--- src/design/b2da_pkg.sv ---
// shared constants, types and power-of-ten helper for the binary to decimal ascii converter
`timescale 1ns / 1ps
`default_nettype none

package b2da_pkg;

   // number of value bits that take part in the conversion
   localparam int VALUE_WIDTH = 64;
   // width of the value field on the request beat
   localparam int IN_WIDTH = 64;
   localparam int DIGIT_COUNT = 20;
   localparam int COUNT_WIDTH = 5;
   localparam int CHAR_WIDTH = 6;
   localparam int RSP_DATA_WIDTH = 16;
   // wide enough for nine times the top power of ten
   localparam int PRODUCT_WIDTH = 68;

   localparam logic [IN_WIDTH-1:0] VALUE_MASK = (VALUE_WIDTH >= IN_WIDTH) ?
      {IN_WIDTH{1'b1}} : IN_WIDTH'(((IN_WIDTH+1)'(1) << VALUE_WIDTH) - (IN_WIDTH+1)'(1));

   localparam logic [CHAR_WIDTH-1:0] ASCII_ZERO = 6'd48;
   localparam logic [CHAR_WIDTH-1:0] ASCII_NINE = 6'd57;

   typedef logic [3:0] digit_type;

   // converted value: digit 0 is the most significant (ten to the 19th)
   typedef struct packed {
      digit_type [DIGIT_COUNT-1:0] digits;
      logic [COUNT_WIDTH-1:0]      count;
   } conv_type;

   // multiple times ten to the given exponent, evaluated at elaboration only
   function automatic logic [PRODUCT_WIDTH-1:0] pow10_times(input int unsigned exponent,
                                                            input int unsigned multiple);
      logic [PRODUCT_WIDTH-1:0] acc;
      acc = PRODUCT_WIDTH'(multiple);
      for (int unsigned i = 0; i < exponent; i++) begin
         acc = acc * PRODUCT_WIDTH'(10);
      end
      return acc;
   endfunction

endpackage

`default_nettype wire

--- src/design/b2da_serializer.sv ---
// holds one converted value and sends its significant digits one beat at a time
`timescale 1ns / 1ps
`default_nettype none

module b2da_serializer (
   input  wire logic                              clock,
   input  wire logic                              reset,
   input  wire logic                              in_valid,
   output logic                                   in_ready,
   input  wire b2da_pkg::conv_type                in_conv,
   output logic                                   out_valid,
   input  wire logic                              out_ready,
   output logic [b2da_pkg::CHAR_WIDTH-1:0]        out_char,
   output logic                                   out_last,
   output logic [b2da_pkg::COUNT_WIDTH-1:0]       out_count
);
   import b2da_pkg::*;

   logic                             buf_vld_ff, buf_vld_in;
   digit_type [DIGIT_COUNT-1:0]      digits_ff, digits_in;
   logic [COUNT_WIDTH-1:0]           pos_ff, pos_in;
   logic [COUNT_WIDTH-1:0]           cnt_ff, cnt_in;
   logic                             out_vld_ff, out_vld_in;
   logic [CHAR_WIDTH-1:0]            char_ff, char_in;
   logic                             last_ff, last_in;
   logic [COUNT_WIDTH-1:0]           ocnt_ff, ocnt_in;

   logic                             move;
   logic                             at_end;
   logic                             load;
   logic [COUNT_WIDTH-1:0]           load_cnt;

   assign move     = buf_vld_ff && (!out_vld_ff || out_ready);
   assign at_end   = pos_ff == COUNT_WIDTH'(DIGIT_COUNT - 1);
   assign in_ready = !buf_vld_ff || (move && at_end);
   assign load     = in_valid && in_ready;
   // a zero value still gives one digit
   assign load_cnt = (in_conv.count == '0) ? COUNT_WIDTH'(1) : in_conv.count;

   always_comb begin
      buf_vld_in = buf_vld_ff;
      digits_in  = digits_ff;
      pos_in     = pos_ff;
      cnt_in     = cnt_ff;
      if (load) begin
         buf_vld_in = 1'b1;
         digits_in  = in_conv.digits;
         pos_in     = COUNT_WIDTH'(DIGIT_COUNT) - load_cnt;
         cnt_in     = load_cnt;
      end else if (move) begin
         buf_vld_in = !at_end;
         pos_in     = pos_ff + COUNT_WIDTH'(1);
      end

      out_vld_in = out_vld_ff;
      char_in    = char_ff;
      last_in    = last_ff;
      ocnt_in    = ocnt_ff;
      if (move) begin
         out_vld_in = 1'b1;
         char_in    = ASCII_ZERO + {2'b00, digits_ff[pos_ff]};
         last_in    = at_end;
         ocnt_in    = at_end ? cnt_ff : '0;
      end else if (out_ready) begin
         out_vld_in = 1'b0;
      end
   end

   always_ff @(posedge clock) begin
      if (reset) begin
         buf_vld_ff <= 1'b0;
         out_vld_ff <= 1'b0;
         pos_ff     <= '0;
      end else begin
         buf_vld_ff <= buf_vld_in;
         out_vld_ff <= out_vld_in;
         pos_ff     <= pos_in;
      end
      digits_ff <= digits_in;
      cnt_ff    <= cnt_in;
      char_ff   <= char_in;
      last_ff   <= last_in;
      ocnt_ff   <= ocnt_in;
   end

   assign out_valid = out_vld_ff;
   assign out_char  = char_ff;
   assign out_last  = last_ff;
   assign out_count = ocnt_ff;

`ifndef NO_ASSERTIONS
   a_last_count : assert property (@(posedge clock) disable iff (reset)
      out_vld_ff && last_ff |-> ocnt_ff != '0 && ocnt_ff <= COUNT_WIDTH'(DIGIT_COUNT))
      else $error("count on last beat out of range");

   a_mid_count : assert property (@(posedge clock) disable iff (reset)
      out_vld_ff && !last_ff |-> ocnt_ff == '0)
      else $error("count nonzero on a middle beat");

   a_char_range : assert property (@(posedge clock) disable iff (reset)
      out_vld_ff |-> char_ff >= ASCII_ZERO && char_ff <= ASCII_NINE)
      else $error("character is not a decimal digit");

   a_pos_range : assert property (@(posedge clock) disable iff (reset)
      buf_vld_ff |-> pos_ff <= COUNT_WIDTH'(DIGIT_COUNT - 1))
      else $error("digit position past the end");

   a_run_holds : assert property (@(posedge clock) disable iff (reset)
      move && !at_end |=> buf_vld_ff && pos_ff == $past(pos_ff) + COUNT_WIDTH'(1))
      else $error("run dropped before its last digit");
`endif

endmodule

`default_nettype wire

--- config.mk ---
export PLATFORM = sky130hd
export DESIGN_NAME = b2da_serializer
export DESIGN_NICKNAME = d
export VERILOG_FILES = /design/src/design/b2da_pkg.sv /design/src/design/b2da_serializer.sv
export SDC_FILE = /design/constraint.sdc
export NUM_CORES = 1
export LEC_CHECK = 0
export BUFFER_PORTS_ARGS = -buffer_cell sky130_fd_sc_hd__buf_2
export CAP_MARGIN = 20
export CORE_ASPECT_RATIO = 1.75
export CORE_UTILIZATION = 35
export CTS_BUF_LIST = sky130_fd_sc_hd__clkbuf_4 sky130_fd_sc_hd__clkbuf_8 sky130_fd_sc_hd__clkbuf_16
export CTS_CLUSTER_SIZE = 16
export DETAILED_ROUTE_END_ITERATION = 10
export PLACE_DENSITY = 0.59
export SYNTH_ARGS = -nofsm -noshare
export SYNTH_HDL_FRONTEND = slang
export SYNTH_SLANG_ARGS = --single-unit
--- constraint.sdc ---
create_clock -name clock -period 4 [get_ports clock]
set_input_delay 0.4 -clock clock [delete_from_list [all_inputs] [get_ports clock]]
set_output_delay 0.4 -clock clock [all_outputs]
set_load 0.03 [all_outputs]
==> summary.md <==
| Metric | Value |
|---|---|
| Area Growth Syn to Fin | 23.5% |
| WL/cell | ~17 microns |
| Clock sink count | about 100 |
| Global-route wire length before repair | approximately 12 mm |
| Setup CP Type | flip-flop to flip-flop |
| Sequential element share of the synthesized area | 0.735 |
| CP Cell Sequence | ha_1, and4bb_1, a31oi_4, clkinv_2, buf_4 |
| Max-Cap Viols | 0 |
| Critical Path End Type | flip-flop |
| Slowest cell on crit path | dfxtp_1 |
| Initial core utilization | 0.363 |
| Final period util | 0.673 |
| Initial antenna violation count | 0 |
| Port bufs | 100 |
| Overflow after GRT | 0 |
| Worst Hold Class | input pin to flip-flop |
| Num rows | slightly above 50 |
| DRC | 0 |
| Chip Width | ~84 microns |
| Slowest stage delay, CP | a little over 700 ps |
| Final Instance Area | 0.00503 sq mm |
| Yosys warnings | 0 |
| Max-slew headroom | 0.591 |
| Largest vdd supply drop | ~250 uV |
| Crit start category | flip-flop |
| Placed Area | between 0.004 and 0.005 sq mm |
| Final setup viols | 0 |
| Die height | roughly 140 microns |
| # fillers | 1,041 |
| Worst-Margin Slew | roughly 610 ps |
| Cell area power density | 499 mW/mm^2 |
| Finished Layout Cells | 484 |
| DRT iter0 DRCs | roughly 120 |
| Status | completed |
| Syn Inst Count | 249 |
| Via count | roughly 2,300 |
| Post-CTS Setup Bufs | 0 |
| Via density | 4.80 |
| Clock skew | between 7 and 8 ps |
| Clock Tree Buf Depth | 2 |
| Setup TNS | 0 ps |
| RSZ-0062 raised after global routing | false |
| CTS tree | yes |
| Clock root cell | clkbuf_16 |
| Cts hold-fix bufs | 0 |
| Post-synthesis instance area | about 0.0041 sq mm |
| Leak | roughly 1.9 nW |
| Nets | between 400 and 500 |
| Reg clk slew, reported paths | about 70 ps |
| Synthesized flop and latch total | 102 |
| # resized after CTS | 0 |
| Dpl hpwl | slightly below 6 mm |
| Layout cells sized above 1 | 0.366 |
| Synth async-reset ratio | 0 |
| DRT Pass-1 Iters | 4 |
| Final Max Tran Viols | 0 |
| # diodes | 0 |
| Io pins | slightly above 100 |
| Vias in the first global route | between 2,000 and 2,500 |
| Distinct cell type count of the synthesized netlist | 37 |
| Post-layout min period | 2690 ps |
| Post-route ant nets | 0 |
| Clk_lat worst skew | ~340 ps |
| Most used DFF post-synth | edfxtp_1 |
| Number of synthesized flops with an enable pin | 95 |
| Hold Fails Final Rpt | 0 |
| WP data required | between 4000 and 5000 ps |
| Delay-heaviest family, CP | buffers and inverters |
| Final wirelength | about 8 mm |
| Placed cells | 468 |
| RePlAce Congestion | 0.723 |
| Largest net degree at the start of global routing | 38 |
| Worst path arrival time | about 2700 ps |
| H-tree depth | 3 |
| CP Max Fanout | 29 |
| Post-synthesis area per instance | 16.4 sq um |
| Crit path buf inv count | 2 |
| Fmax | approximately 370 MHz |
| Total track usage | 0.138 |
| Core area | ~0.011 sq mm |
| CTS Buf Count | 9 |
| Die area | between 0.01 and 0.015 sq mm |
## cells in the mapped netlist (6+ instances only)
| cell | n | area share |
|---|---|---|
| edfxtp_1 | 95 | 0.70 |
| buf_2 | 6 | 0.0074 |
| nand2_1 | 19 | 0.018 |
| and2_1 | 6 | 0.0092 |
| nor2_1 | 8 | 0.0074 |
| a21oi_1 | 7 | 0.0086 |
| mux4_2 | 6 | 0.033 |
| a22oi_1 | 8 | 0.015 |
| dfxtp_1 | 7 | 0.034 |
| clkbuf_1 | 8 | 0.0074 |
| mux2i_1 | 29 | 0.071 |
| nand3_1 | 11 | 0.014 |
## metal layers
layer  track usage  up-vias  wire (microns)
met1         0.141     1104            2870
met4        0.0830        0             181
met2         0.255       64            4630
met3        0.0318       12             387
li1              -     1145               -
met5             0        -               0
## path summary, 6_finish.rpt
path | start | cells past startpoint | end | slack [ps]
worst max-delay path | pos_ff[0] | 5 | digits_ff[34] | 1310
worst min-delay path | in_conv[76] | 1 | digits_ff[71] | 230
worst max register to register | pos_ff[0] | 5 | digits_ff[34] | 1310
worst min register to register | cnt_ff[2] | 1 | out_count[2] | 520
## cell usage in the layout, fill, tap and decap left out, types with 2 or more instances in the layout
cell type / netlist / routed
buf_2: 6 / 100
edfxtp_1: 95 / 95
mux2i_1: 29 / 29
nand2_1: 19 / 19
nand3_1: 11 / 11
clkbuf_16: 0 / 9
nor2_1: 8 / 8
a22oi_1: 8 / 8
a21oi_1: 7 / 7
mux4_2: 6 / 6
and2_1: 6 / 6
dfxtp_1: 7 / 6
nor2b_1: 4 / 4
a211oi_1: 4 / 4
nand4_1: 3 / 3
xor2_1: 3 / 3
bufinv_16: 0 / 3
inv_1: 3 / 2
xnor2_1: 2 / 2
conb_1: 1 / 2
clkbuf_4: 0 / 2
clkinv_1: 0 / 2
buf_4: 2 / 2
## where the power goes
part	internal, mW	switching (mW)
Combinational	0.111	0.151
Clock	0.621	0.354
Sequential	1.24	0.0270
Total	1.98	0.533
## layout make-up
| cell class | instances | area [sq um] | share of cell area |
|---|---|---|---|
| Clock inverter | 5 | 97.6 | 0.0194 |
| Tap cell | 132 | 165 | 0.0328 |
| Timing Repair Buffer | 103 | 536 | 0.106 |
| Clock buffer | 11 | 240 | 0.0477 |
| Multi-Input combinational cell | 128 | 987 | 0.196 |
| Sequential cell | 102 | 2990 | 0.595 |
| Inverter | 3 | 12.5 | 0.00249 |
## per-stage QoR
step                      power [mW]  worst slack, ps  hold slack [ps]  utilization
after CTS                       2.53             1250              216        0.448
final                           2.51             1310              226        0.448
after detailed placement        1.56             1270              507        0.418
after floorplan                 1.46              915              469            -
after global routing            2.59             1040              215        0.448
after global placement          1.56             1340              504        0.418
## cell families after synthesis
logic type,after synthesis,share of synthesized area
mux,36,0.107
other cells,1,0.000920
simple gates,59,0.0722
xor+xnor,5,0.0108
buf+inv,20,0.0240
flops,102,0.735
fa+ha+maj,1,0.00307
compound gates,25,0.0473
## state kept, by name, indices dropped and copies added, names as in the netlist
signal / cells
out_valid: 1
cnt_ff: 5
buf_vld_ff: 1
digits_ff: 80
out_last: 1
out_count: 5
out_char: 4
pos_ff: 5
Power figures use the tool's default switching activity.
